===== config.mk =====
export PLATFORM = sky130hd
export DESIGN_NAME = lru_writeback_register_cache_top
export DESIGN_NICKNAME = d
export VERILOG_FILES = /design/src/hdl/lrc_pkg.sv /design/src/hdl/lrc_ctrl.sv /design/src/hdl/lrc_dp.sv /design/src/hdl/lru_writeback_register_cache_top.sv
export SDC_FILE = /design/constraint.sdc
export NUM_CORES = 1
export LEC_CHECK = 0
export BUFFER_PORTS_ARGS = -buffer_cell sky130_fd_sc_hd__buf_2
export CORE_ASPECT_RATIO = 0.7
export CORE_MARGIN = 10
export CORE_UTILIZATION = 30
export CTS_CLUSTER_SIZE = 8
export DETAILED_ROUTE_END_ITERATION = 16
export PLACE_DENSITY = 0.45
export SLEW_MARGIN = 30
export SYNTH_ARGS = -nofsm -noshare
export SYNTH_HDL_FRONTEND = slang
export SYNTH_HIERARCHICAL = 1
export SYNTH_SLANG_ARGS = --single-unit

===== constraint.sdc =====
create_clock -name clk_i -period 15.66 [get_ports clk_i]
set_input_delay 2.349 -clock clk_i [delete_from_list [all_inputs] [get_ports clk_i]]
set_output_delay 2.349 -clock clk_i [all_outputs]
set_load 0.05 [all_outputs]

===== src/hdl/lrc_pkg.sv =====
package lrc_pkg;

  // cache geometry
  localparam int unsigned WAYS  = 5;
  localparam int unsigned IDX_W = $clog2(WAYS);
  localparam logic [IDX_W-1:0] LAST_IDX = IDX_W'(WAYS - 1);

  // field widths
  localparam int unsigned VAR_W  = 10;
  localparam int unsigned IMM_W  = 16;
  localparam int unsigned CLS_W  = 2;
  localparam int unsigned SLOT_W = 8;

  // command codes
  localparam logic CMD_ACCESS = 1'b0;
  localparam logic CMD_FLUSH  = 1'b1;

  // status codes
  localparam logic ST_OK     = 1'b0;
  localparam logic ST_WR_IMM = 1'b1;

  // variable classes
  localparam logic [CLS_W-1:0] CLS_GLOBAL  = 2'd0;
  localparam logic [CLS_W-1:0] CLS_INVALID = 2'd3;

  typedef struct packed {
    logic                     command;
    logic                     is_variable;
    logic [VAR_W-1:0]         var_id;
    logic signed [IMM_W-1:0]  imm_value;
    logic [CLS_W-1:0]         var_class;
    logic [SLOT_W-1:0]        stack_slot;
    logic                     write;
  } in_t;

  typedef struct packed {
    logic                status;
    logic [IDX_W-1:0]    reg_index;
    logic                hit;
    logic                load_valid;
    logic                spill_valid;
    logic [VAR_W-1:0]    spill_var_id;
    logic [CLS_W-1:0]    spill_class;
    logic [SLOT_W-1:0]   spill_slot;
    logic [IDX_W-1:0]    spill_reg;
    logic [WAYS-1:0]     used_mask;
    logic                last;
  } res_t;

  // controller to datapath
  typedef struct packed {
    logic             load_in;
    logic             age;
    logic             resolve;
    logic             flush_step;
    logic             emit_err;
    logic             emit_close;
    logic [IDX_W-1:0] idx;
  } cmd_t;

  // datapath to controller
  typedef struct packed {
    logic imm_write;
    logic flush_spill;
    logic out_free;
  } sts_t;

endpackage


===== src/hdl/lrc_ctrl.sv =====
module lrc_ctrl (
  input  logic          clk_i,
  input  logic          rst_ni,
  input  logic          s_valid_i,
  input  logic          s_flush_i,
  output logic          s_ready_o,
  input  lrc_pkg::sts_t sts_i,
  output lrc_pkg::cmd_t cmd_o
);

  typedef enum logic [2:0] {
    S_IDLE,
    S_AGE,
    S_RESOLVE,
    S_FLUSH,
    S_CLOSE
  } state_e;

  state_e                      state_q;
  logic [lrc_pkg::IDX_W-1:0]   idx_q;

  always_comb begin
    cmd_o         = '0;
    cmd_o.idx     = idx_q;
    s_ready_o     = (state_q == S_IDLE);
    cmd_o.load_in = s_ready_o && s_valid_i;
    case (state_q)
      S_AGE: begin
        if (sts_i.imm_write) begin
          cmd_o.emit_err = sts_i.out_free;
        end else begin
          cmd_o.age = 1'b1;
        end
      end
      S_RESOLVE: cmd_o.resolve    = sts_i.out_free;
      S_FLUSH:   cmd_o.flush_step = !sts_i.flush_spill || sts_i.out_free;
      S_CLOSE:   cmd_o.emit_close = sts_i.out_free;
      default: ;
    endcase
  end

  always_ff @(posedge clk_i or negedge rst_ni) begin
    if (!rst_ni) begin
      state_q <= S_IDLE;
      idx_q   <= '0;
    end else begin
      case (state_q)
        S_IDLE: begin
          if (s_valid_i) begin
            idx_q   <= '0;
            state_q <= (s_flush_i == lrc_pkg::CMD_FLUSH) ? S_FLUSH : S_AGE;
          end
        end
        S_AGE: begin
          if (!sts_i.imm_write) begin
            state_q <= S_RESOLVE;
          end else if (sts_i.out_free) begin
            state_q <= S_IDLE;
          end
        end
        S_RESOLVE: begin
          if (sts_i.out_free) begin
            state_q <= S_IDLE;
          end
        end
        S_FLUSH: begin
          if (cmd_o.flush_step) begin
            if (idx_q == lrc_pkg::LAST_IDX) begin
              state_q <= S_CLOSE;
            end else begin
              idx_q <= idx_q + 1'b1;
            end
          end
        end
        S_CLOSE: begin
          if (sts_i.out_free) begin
            state_q <= S_IDLE;
          end
        end
        default: state_q <= S_IDLE;
      endcase
    end
  end

endmodule


===== src/hdl/lrc_dp.sv =====
module lrc_dp #(
  parameter int unsigned AGE_BITS = 16
) (
  input  logic          clk_i,
  input  logic          rst_ni,
  input  lrc_pkg::in_t  in_i,
  input  lrc_pkg::cmd_t cmd_i,
  output lrc_pkg::sts_t sts_o,
  output logic          out_valid_o,
  input  logic          out_ready_i,
  output lrc_pkg::res_t out_o
);

  localparam int unsigned W = lrc_pkg::WAYS;
  localparam logic [AGE_BITS-1:0] AGE_MAX = {AGE_BITS{1'b1}};

  // entry store
  logic [W-1:0]                       valid_q, is_imm_q, dirty_q;
  logic [AGE_BITS-1:0]                age_q   [W];
  logic [lrc_pkg::VAR_W-1:0]          var_q   [W];
  logic [lrc_pkg::IMM_W-1:0]          imm_q   [W];
  logic [lrc_pkg::CLS_W-1:0]          cls_q   [W];
  logic [lrc_pkg::SLOT_W-1:0]         slot_q  [W];
  logic [W-1:0]                       used_q;

  lrc_pkg::in_t  in_q, in_fold;
  lrc_pkg::res_t out_q, res_d;
  logic          out_valid_q;
  logic          emit;

  // lookup and victim pick
  logic [W-1:0]                match;
  logic                        found;
  logic [lrc_pkg::IDX_W-1:0]   hit_idx, vic_idx, tgt_idx;
  logic [AGE_BITS-1:0]         best;
  logic                        vic_spill;
  logic [W-1:0]                tgt_bit;

  // class three is kept as global
  always_comb begin
    in_fold = in_i;
    if (in_i.var_class == lrc_pkg::CLS_INVALID) begin
      in_fold.var_class = lrc_pkg::CLS_GLOBAL;
    end
  end

  always_comb begin
    found   = 1'b0;
    hit_idx = '0;
    for (int i = 0; i < W; i++) begin
      match[i] = valid_q[i] &&
                 (in_q.is_variable ? (!is_imm_q[i] && var_q[i] == in_q.var_id)
                                   : (is_imm_q[i] && imm_q[i] == in_q.imm_value));
      if (match[i] && !found) begin
        found   = 1'b1;
        hit_idx = lrc_pkg::IDX_W'(i);
      end
    end
  end

  always_comb begin
    best    = '0;
    vic_idx = '0;
    for (int i = 0; i < W; i++) begin
      if (age_q[i] > best) begin
        best    = age_q[i];
        vic_idx = lrc_pkg::IDX_W'(i);
      end
    end
  end

  assign tgt_idx   = found ? hit_idx : vic_idx;
  assign tgt_bit   = W'(1) << tgt_idx;
  assign vic_spill = valid_q[vic_idx] && dirty_q[vic_idx] && !is_imm_q[vic_idx];

  assign sts_o.imm_write   = !in_q.is_variable && in_q.write;
  assign sts_o.flush_spill = valid_q[cmd_i.idx] && !is_imm_q[cmd_i.idx] &&
                             dirty_q[cmd_i.idx] && cls_q[cmd_i.idx] == lrc_pkg::CLS_GLOBAL;
  assign sts_o.out_free    = !out_valid_q || out_ready_i;

  // result beat
  always_comb begin
    res_d           = '0;
    res_d.used_mask = used_q;
    emit            = 1'b0;
    if (cmd_i.resolve) begin
      emit            = 1'b1;
      res_d.reg_index = tgt_idx;
      res_d.hit       = found;
      res_d.load_valid = !found;
      res_d.used_mask = used_q | tgt_bit;
      res_d.last      = 1'b1;
      if (!found && vic_spill) begin
        res_d.spill_valid  = 1'b1;
        res_d.spill_var_id = var_q[vic_idx];
        res_d.spill_class  = cls_q[vic_idx];
        res_d.spill_slot   = (cls_q[vic_idx] != lrc_pkg::CLS_GLOBAL) ? slot_q[vic_idx] : '0;
        res_d.spill_reg    = vic_idx;
      end
    end else if (cmd_i.emit_err) begin
      emit         = 1'b1;
      res_d.status = lrc_pkg::ST_WR_IMM;
      res_d.last   = 1'b1;
    end else if (cmd_i.emit_close) begin
      emit       = 1'b1;
      res_d.last = 1'b1;
    end else if (cmd_i.flush_step && sts_o.flush_spill) begin
      emit               = 1'b1;
      res_d.spill_valid  = 1'b1;
      res_d.spill_var_id = var_q[cmd_i.idx];
      res_d.spill_reg    = cmd_i.idx;
    end
  end

  // control state of the entries
  always_ff @(posedge clk_i or negedge rst_ni) begin
    if (!rst_ni) begin
      valid_q     <= '0;
      is_imm_q    <= '0;
      dirty_q     <= '0;
      used_q      <= '0;
      out_valid_q <= 1'b0;
      for (int i = 0; i < W; i++) begin
        age_q[i] <= AGE_MAX;
      end
    end else begin
      if (emit) begin
        out_valid_q <= 1'b1;
      end else if (out_ready_i) begin
        out_valid_q <= 1'b0;
      end
      if (cmd_i.age) begin
        for (int i = 0; i < W; i++) begin
          if (age_q[i] != AGE_MAX) begin
            age_q[i] <= age_q[i] + 1'b1;
          end
        end
      end
      if (cmd_i.resolve) begin
        age_q[tgt_idx] <= '0;
        used_q         <= used_q | tgt_bit;
        if (found) begin
          dirty_q[tgt_idx] <= dirty_q[tgt_idx] | in_q.write;
        end else begin
          valid_q[tgt_idx]  <= 1'b1;
          dirty_q[tgt_idx]  <= in_q.write;
          is_imm_q[tgt_idx] <= !in_q.is_variable;
        end
      end
      if (cmd_i.flush_step && valid_q[cmd_i.idx] && !is_imm_q[cmd_i.idx]) begin
        valid_q[cmd_i.idx] <= 1'b0;
        dirty_q[cmd_i.idx] <= 1'b0;
        age_q[cmd_i.idx]   <= AGE_MAX;
      end
    end
  end

  // payload
  always_ff @(posedge clk_i) begin
    if (cmd_i.load_in) begin
      in_q <= in_fold;
    end
    if (emit) begin
      out_q <= res_d;
    end
    if (cmd_i.resolve && !found) begin
      if (in_q.is_variable) begin
        var_q[tgt_idx]  <= in_q.var_id;
        imm_q[tgt_idx]  <= '0;
        cls_q[tgt_idx]  <= in_q.var_class;
        slot_q[tgt_idx] <= in_q.stack_slot;
      end else begin
        var_q[tgt_idx]  <= '0;
        imm_q[tgt_idx]  <= in_q.imm_value;
        cls_q[tgt_idx]  <= lrc_pkg::CLS_GLOBAL;
        slot_q[tgt_idx] <= '0;
      end
    end
  end

  assign out_valid_o = out_valid_q;
  assign out_o       = out_q;

endmodule


===== src/hdl/lru_writeback_register_cache_top.sv =====
// access: aged in S_AGE, picked in S_RESOLVE, result registered; one request at a time
// immediate write error: error beat from S_AGE, registered, no aging; one request at a time
// flush: S_FLUSH walks all entries, S_CLOSE sends the closing beat; output stalls hold both
// the age pass and the lookup/lru pick run in separate states on the shared entry datapath
// reset: async active low; all entries invalid, ages oldest, used mask clear, no clearing pass
module lru_writeback_register_cache_top #(
  parameter int unsigned AGE_BITS = 16
) (
  input  logic        clk_i,
  input  logic        rst_ni,
  // request channel
  input  logic        s_axis_tvalid_i,
  output logic        s_axis_tready_o,
  // var_id[9:0], imm_value[25:10], var_class[27:26], stack_slot[35:28], write[36], zero fill
  input  logic [39:0] s_axis_tdata_i,
  // command[0], is_variable[1]
  input  logic [1:0]  s_axis_tuser_i,
  // result channel
  output logic        m_axis_tvalid_o,
  input  logic        m_axis_tready_i,
  // reg_index[2:0], hit[3], load_valid[4], spill_valid[5], spill_var_id[15:6],
  // spill_class[17:16], spill_slot[25:18], spill_reg[28:26], used_mask[33:29], zero fill
  output logic [39:0] m_axis_tdata_o,
  // status[0]
  output logic [0:0]  m_axis_tuser_o,
  // last result beat of one request
  output logic        m_axis_tlast_o
);

  lrc_pkg::in_t  in_beat;
  lrc_pkg::res_t res;
  lrc_pkg::cmd_t cmd;
  lrc_pkg::sts_t sts;

  // unpack the request beat
  assign in_beat.command     = s_axis_tuser_i[0];
  assign in_beat.is_variable = s_axis_tuser_i[1];
  assign in_beat.var_id      = s_axis_tdata_i[9:0];
  assign in_beat.imm_value   = s_axis_tdata_i[25:10];
  assign in_beat.var_class   = s_axis_tdata_i[27:26];
  assign in_beat.stack_slot  = s_axis_tdata_i[35:28];
  assign in_beat.write       = s_axis_tdata_i[36];

  // sequencer: age pass, lookup/pick, flush walk
  lrc_ctrl u_ctrl (
    .clk_i     (clk_i),
    .rst_ni    (rst_ni),
    .s_valid_i (s_axis_tvalid_i),
    .s_flush_i (s_axis_tuser_i[0]),
    .s_ready_o (s_axis_tready_o),
    .sts_i     (sts),
    .cmd_o     (cmd)
  );

  // entry store, tag compare, lru pick and output register
  lrc_dp #(
    .AGE_BITS (AGE_BITS)
  ) u_dp (
    .clk_i       (clk_i),
    .rst_ni      (rst_ni),
    .in_i        (in_beat),
    .cmd_i       (cmd),
    .sts_o       (sts),
    .out_valid_o (m_axis_tvalid_o),
    .out_ready_i (m_axis_tready_i),
    .out_o       (res)
  );

  // pack the result beat
  assign m_axis_tdata_o = {6'b0, res.used_mask, res.spill_reg, res.spill_slot,
                           res.spill_class, res.spill_var_id, res.spill_valid,
                           res.load_valid, res.hit, res.reg_index};
  assign m_axis_tuser_o = res.status;
  assign m_axis_tlast_o = res.last;

endmodule

==> qor.csv, run 1 <==
stage,metric,value,unit
global_route,largest net degree at the start of global routing,58,
min_path,Worst Hold Launch,u_dp/used_q[4]$_DFF_PN0_,
setup_path,CP dominant cell by count,ha_1,
clock_tree,hold buffers post-CTS,0,
yosys,sequential area share after synthesis,54.6,%
routing,Routed Wire Length,65300,µm
placed_design,hpwl dp,45900,µm
placed_design,input/output buffers,80,
clock_tree,Post-CTS Setup Inserts,0,
clock_tree,cts repair resizes,0,
timing,Final Hold Viols,0,
global_route,vias in the first global route,14300,
yosys,Synth Instances,1737,
routing,DR DRC count,0,
yosys,synth unique cells,100,
global_route,initial antenna violation count,2,
final_layout,ratio of cells with drive above 1 in the final layout,17.9,%
timing,fmax,78.5,MHz
die,Die W,334,µm
setup_path,R2R Path End,u_dp/out_o[16]$_SDFFCE_PN0P_,
clock_tree,latest clock arrival within the worst-skew pair,0.62,ns
min_path,Hold Path Class,reg -> reg,
routing,Final ANT Viol Nets,0,
yosys,Avg Inst Size Synth,11.9,µm²
yosys,number of synthesized flops with an enable pin,284,
yosys,"Primary FF master, synth",edfxtp_1,
die,Starting Density,30.3,%
yosys,top-count cell post-synth,edfxtp_1,
yosys,#FFs+latches synth,391,
timing,period utilization,81.4,%
die,core area,0.0683,mm²
setup_path,CP Launch Point,u_dp/age_q[64]$_DFF_PN1_,
die,Die Span Y,240,µm
timing,Finish-stage setup viols,0,
final_layout,nets@finish,1954,
run_status,status,completed,
setup_path,CP Max Fanout,26,
setup_path,"reg-to-reg slack, setup",2.92,ns
clock_tree,CTS tree,yes,
routing,DR vias,14700,
setup_path,Setup Crit Path Kind,reg -> reg,
min_path,hold endpoint,u_dp/used_q[4]$_DFF_PN0_,
setup_path,Setup crit start kind,flip-flop,
final_layout,Area Growth Syn to Fin,14.6,%
final_layout,fillers,6747,
timing,Worst Skew,0.0347,ns
placed_design,pre-CTS setup slack,3.33,ns
yosys,share of Yosys cell area claimed by the top area cell type,41.2,%
timing,Setup TNS,0,ns
timing,Slew Limit Fails,0,
timing,RSZ-0062 raised after global routing,false,
setup_path,CP Capture Type,flip-flop,
placed_design,Final Wtd Congestion,0.892,
yosys,post-synth top area cell,edfxtp_1,
yosys,Synth Cell Area,0.0207,mm²
timing,relative slew slack,26.9,%
global_route,Global Route Usage Sum,16.1,%
routing,post-DR vias/cell,5.30,
setup_path,Critical Path Slowest Stage Cell,a221oi_4,
routing,Avg WL per Cell,23.5,µm
clock_tree,CTS Buf Count,55,
flow_run,max-cap viol count,0,
clock_tree,CTS sink count,391,
setup_path,"Req. time, crit path",16.02,ns
clock_tree,clock-pin slew on the worst setup and hold paths,0.05,ns
setup_path,R2R cell count,39,
timing,fin worst setup slack,2.92,ns
clock_tree,number of H-tree levels,2,
global_route,grt ovf,0,
yosys,warnings from Yosys,6,
setup_path,r2r startpoint,u_dp/age_q[64]$_DFF_PN1_,
global_route,first-pass GRT wire length,97400,µm
routing,1st-pass router iterations,5,
setup_path,Critical Path AT,13.10,ns
clock_tree,CTS Root Cell,clkbuf_16,
final_layout,n_diodes,0,
die,io pins,90,
timing,Least-Margin Pin Slew,1.09,ns
min_path,hold depth,1,
routing,DRT iter0 DRCs,1408,
die,row cnt,80,
yosys,cells taking the most area after synthesis,"edfxtp_1 (41%), dfstp_2 (10%), xor2_1 (5.2%)",
yosys,post-synthesis async set-or-reset flop share,27.4,%
die,die area,0.0801,mm²
clock_tree,Clock Path Buffers,3,
timing,Period minus WS final,12.74,ns
setup_path,CP max stage delay,0.87,ns
yosys,commonest cells in the netlist,"edfxtp_1 (284), xor2_1 (123), nor2_1 (99)",
-- logic make-up after synthesis --
family | after synthesis | share of synthesized area [%]
AOI/OAI and AO/OA | 323 | 10.8
xor gates and xnor gates | 190 | 8.04
adders and majority gates | 71 | 4.29
buffers and inverters | 156 | 3.30
DFF | 391 | 54.6
muxes | 68 | 4.60
other | 2 | 0.0363
and+or+nand+nor | 536 | 14.3
-- flip-flops by register name (all words and copies together) (netlist names) --
register / count
u_dp/age_q: 80
u_dp/imm_q: 80
u_dp/var_q: 80
u_dp/slot_q: 40
u_dp/in_q: 38
u_dp/out_o: 36
u_dp/cls_q: 10
u_dp/dirty_q: 5
u_dp/is_imm_q: 5
u_dp/used_q: 5
u_dp/valid_q: 5
u_ctrl/idx_q: 3
u_ctrl/state_q: 3
u_dp/out_valid_o: 1
-- cell type report --
cell class | count | area, µm² | share of cell area, %
Timing Repair Buffer | 100 | 553 | 2.33
Multi-Input combinational cell | 1224 | 8880 | 37.4
Clock buffer | 89 | 1560 | 6.56
Inverter | 65 | 246 | 1.04
Clock inverter | 3 | 53.8 | 0.227
Sequential cell | 391 | 11300 | 47.7
Tap cell | 902 | 1130 | 4.76
-- through the flow --
step / util [%] / hold slack (ns) / cells / cell area [µm²]
2_1_floorplan: - / 0.424 / 1771 / 20800
4_1_cts: 34.7 / 0.450 / 2774 / 23700
6_report: 34.8 / 0.449 / 2774 / 23700
3_3_place_gp: 32.4 / 0.438 / 2682 / 22100
5_1_grt: 34.8 / 0.469 / 2774 / 23700
3_5_place_dp: 32.4 / 0.437 / 2682 / 22100
-- per-layer routing --
layer	track usage, %	wire length [µm]	up-vias
met5	0	0	-
met4	4.13	1310	0
met3	3.27	5060	77
met2	21.0	24900	566
met1	25.9	34000	7388
li1	-	-	6682
-- worst max-delay path by stage --
| stage | endpoint | slack [ns] | cells after the start |
|---|---|---|---|
| after floorplan | u_dp/out_o[8]$_DFFE_PP_ | 4.04 | 43 |
| after global placement | u_dp/slot_q[1][3]$_DFFE_PP_ | 3.44 | 42 |
| after detailed placement | u_dp/var_q[1][4]$_DFFE_PP_ | 3.33 | 42 |
| after CTS | u_dp/slot_q[1][1]$_DFFE_PP_ | 3.30 | 41 |
| after global routing | u_dp/slot_q[1][1]$_DFFE_PP_ | 2.35 | 42 |
| final | u_dp/out_o[16]$_SDFFCE_PN0P_ | 2.92 | 39 |
-- cell usage in the layout, fill, tap and decap left out, types with 10 or more instances in the layout --
cell type | Yosys | routed
edfxtp_1 | 284 | 284
xor2_1 | 123 | 123
nor2_1 | 99 | 99
o21ai_0 | 98 | 98
dfstp_2 | 80 | 80
buf_2 | 35 | 79
nand2_1 | 77 | 77
ha_1 | 71 | 71
xnor2_1 | 67 | 67
a21oi_1 | 64 | 64
inv_1 | 64 | 62
clkbuf_16 | 0 | 57
nand3_1 | 49 | 49
nor4_1 | 49 | 48
nand4_1 | 47 | 47
nor2b_1 | 38 | 38
conb_1 | 2 | 36
nor3_1 | 35 | 33
mux2i_1 | 32 | 32
clkbuf_1 | 37 | 31
and2_1 | 28 | 28
dfrtp_1 | 27 | 26
and3_1 | 24 | 22
buf_4 | 11 | 21
mux4_2 | 20 | 20
mux2_2 | 16 | 16
o21a_1 | 14 | 14
nand3b_1 | 13 | 13
or2_2 | 13 | 13
o22a_1 | 12 | 12
o311ai_0 | 11 | 11
nand2b_1 | 11 | 11
o22ai_1 | 12 | 11
a211oi_1 | 10 | 10
a21o_1 | 10 | 10
-- critical path, delay by kind of cell, from the launching register on --
family | cells | cell delay [ns]
flops | 1 | 0.39
compound gates | 12 | 4.21
fa+ha+maj | 5 | 1.26
buf+inv | 3 | 0.77
simple gates | 18 | 5.40
mux | 1 | 0.41
Power of run 1 is not shown: default switching activity piles up to over one toggle a cycle in this logic, so the estimate is an artifact.
==> inputs of run 2 (changes only) <==
PLACE_DENSITY = 0.46   (was 0.45)
clock period = 10.6 ns   (was 15.66 ns; I/O delays follow)
==> run 2 against run 1 <==
Against the previous run:
- worst setup slack lost 2.4 ns
- routed wire length is 2.8% lower
- utilization is 0.54 points higher
- critical path type unchanged
==> qor.csv, run 2 (synthesis results as in run 1) <==
stage,metric,value,unit,change
clock_tree,latest clock arrival within the worst-skew pair,0.62,ns,about the same
final_layout,most frequent cells in the layout,"edfxtp_1 (284), xor2_1 (123), nor2_1 (98), o21ai_0 (97), dfstp_2 (80)",,"was edfxtp_1 (284), xor2_1 (123), nor2_1 (99), o21ai_0 (98), dfstp_2 (80)"
setup_path,CP Max Fanout,14,,was 26
timing,Final Hold Viols,0,,unchanged
setup_path,Setup crit start kind,flip-flop,,unchanged
final_layout,Area Growth Syn to Fin,16.4,%,was 14.6%
global_route,initial antenna violation count,3,,was 2
routing,Final ANT Viol Nets,0,,unchanged
timing,period utilization,95.3,%,was 81.4%
setup_path,Critical Path Slowest Stage Cell,or4_1,,was a221oi_4
timing,Finish-stage setup viols,0,,unchanged
setup_path,R2R cell count,43,,was 39
clock_tree,Clock Path Buffers,3,,unchanged
routing,1st-pass router iterations,5,,unchanged
setup_path,CP max stage delay,0.68,ns,was 0.87 ns
timing,Worst Skew,0.0247,ns,was 0.0347 ns
placed_design,Post-DP Area,0.0225,mm²,was 0.0221 mm²
setup_path,"Req. time, crit path",10.90,ns,was 16.02 ns
global_route,vias in the first global route,14500,,was 14300
clock_tree,clock-pin slew on the worst setup and hold paths,0.06,ns,was 0.05 ns
clock_tree,CTS Buf Count,54,,was 55
clock_tree,CTS sink count,391,,unchanged
placed_design,Final Wtd Congestion,0.886,,was 0.892
final_layout,fin area,0.0241,mm²,was 0.0237 mm²
min_path,hold depth,1,,unchanged
clock_tree,hold buffers post-CTS,0,,unchanged
clock_tree,CTS Root Cell,clkbuf_16,,unchanged
final_layout,nets@finish,1990,,was 1954
timing,Slew Limit Fails,0,,unchanged
die,die area,0.0801,mm²,unchanged
flow_run,max-cap viol count,0,,unchanged
run_status,status,completed,,unchanged
global_route,Global Route Usage Sum,15.7,%,was 16.1%
global_route,grt ovf,0,,unchanged
setup_path,WP depth,43,,was 39
routing,DR DRC count,0,,unchanged
die,Starting Density,30.3,%,unchanged
timing,Period minus WS final,10.10,ns,was 12.74 ns
die,Die Span Y,240,µm,unchanged
die,io pins,90,,unchanged
routing,DRT iter0 DRCs,1453,,was 1408
setup_path,WP buf/inv,8,,was 3
setup_path,Setup Crit Path Kind,reg -> reg,,unchanged
setup_path,Critical Path AT,10.40,ns,was 13.10 ns
clock_tree,number of H-tree levels,2,,unchanged
global_route,largest net degree at the start of global routing,62,,was 58
die,core area,0.0683,mm²,unchanged
routing,Routed Wire Length,63400,µm,was 65300 µm
timing,fmax,99.0,MHz,was 78.5 MHz
setup_path,Worst path top cell family by delay,simple AND/OR/NAND/NOR gates,,unchanged
final_layout,biggest regs,"u_dp/age_q (80), u_dp/imm_q (80), u_dp/var_q (80)",,unchanged
placed_design,hpwl dp,45000,µm,was 45900 µm
routing,DR vias,14600,,was 14700
routing,Avg WL per Cell,22.6,µm,was 23.5 µm
die,Die W,334,µm,unchanged
min_path,Hold Path Class,reg -> reg,,unchanged
timing,Least-Margin Pin Slew,0.963,ns,was 1.09 ns
global_route,first-pass GRT wire length,95400,µm,was 97400 µm
routing,post-DR vias/cell,5.21,,was 5.30
setup_path,CP Capture Type,flip-flop,,unchanged
final_layout,"commonest non-fill, non-tap cell in the layout",edfxtp_1,,unchanged
clock_tree,CTS tree,yes,,unchanged
die,row cnt,80,,unchanged
final_layout,ratio of cells with drive above 1 in the final layout,20.1,%,was 17.9%
timing,relative slew slack,35.6,%,was 26.9%
placed_design,input/output buffers,80,,unchanged
[run 2: layer usage]
metal / routed length, µm / vias to the layer above / share of wire, % / global-route usage [%]
met5: 13 / - / 0.020 / 0
met4: 961 / 2 / 1.5 / 3.36
met3: 4590 / 71 / 7.2 / 3.01
met2: 25600 / 508 / 40 / 21.8
met1: 32300 / 7301 / 51 / 24.4
li1: - / 6750 / - / -
[run 2: cell type report]
cell class / instances / area [µm²]
Antenna cell: 1 / 2.50
Clock buffer: 86 / 1470
Timing Repair Buffer: 137 / 918
Inverter: 65 / 246
Tap cell: 902 / 1130
Fill cell: 6766 / 44200
Clock inverter: 3 / 62.6
Sequential cell: 391 / 11300
Multi-Input combinational cell: 1224 / 8950
[run 2: metrics by stage]
stage	hold slack, ns	cells	TNS [ns]	worst slack (ns)	utilization, %
after detailed placement	0.438	2718	0	0.0567	32.9
after CTS	0.450	2807	0	0.00192	35.2
after floorplan	0.424	1771	0	0.176	-
after global placement	0.436	2718	0	0.143	32.9
after global routing	0.467	2808	-0.0813	-0.0120	35.3
final	0.446	2809	0	0.503	35.3
[run 2: path summary, 6_finish.rpt]
path                                          start                           to  slack, ns
setup / recovery           u_dp/age_q[64]$_DFF_PN1_  u_dp/slot_q[2][2]$_DFFE_PP_       0.50
hold / removal             u_dp/used_q[1]$_DFF_PN0_     u_dp/used_q[1]$_DFF_PN0_       0.45
setup reg to reg           u_dp/age_q[64]$_DFF_PN1_  u_dp/slot_q[2][2]$_DFFE_PP_       0.50
hold reg to reg            u_dp/used_q[1]$_DFF_PN0_     u_dp/used_q[1]$_DFF_PN0_       0.45
max in group asynchronous                    rst_ni  u_ctrl/idx_q[0]$_DFFE_PN0P_       8.24
min in group asynchronous                    rst_ni     u_dp/used_q[2]$_DFF_PN0_       1.04
[run 2: repair_timing]
item                                    CTS  global route
endpoints found under the setup margin    0           251
gates resized for setup                   0            15
setup buffers                             0             1
endpoints found under the hold margin     0             0
Power of run 2 is left out for the same reason.
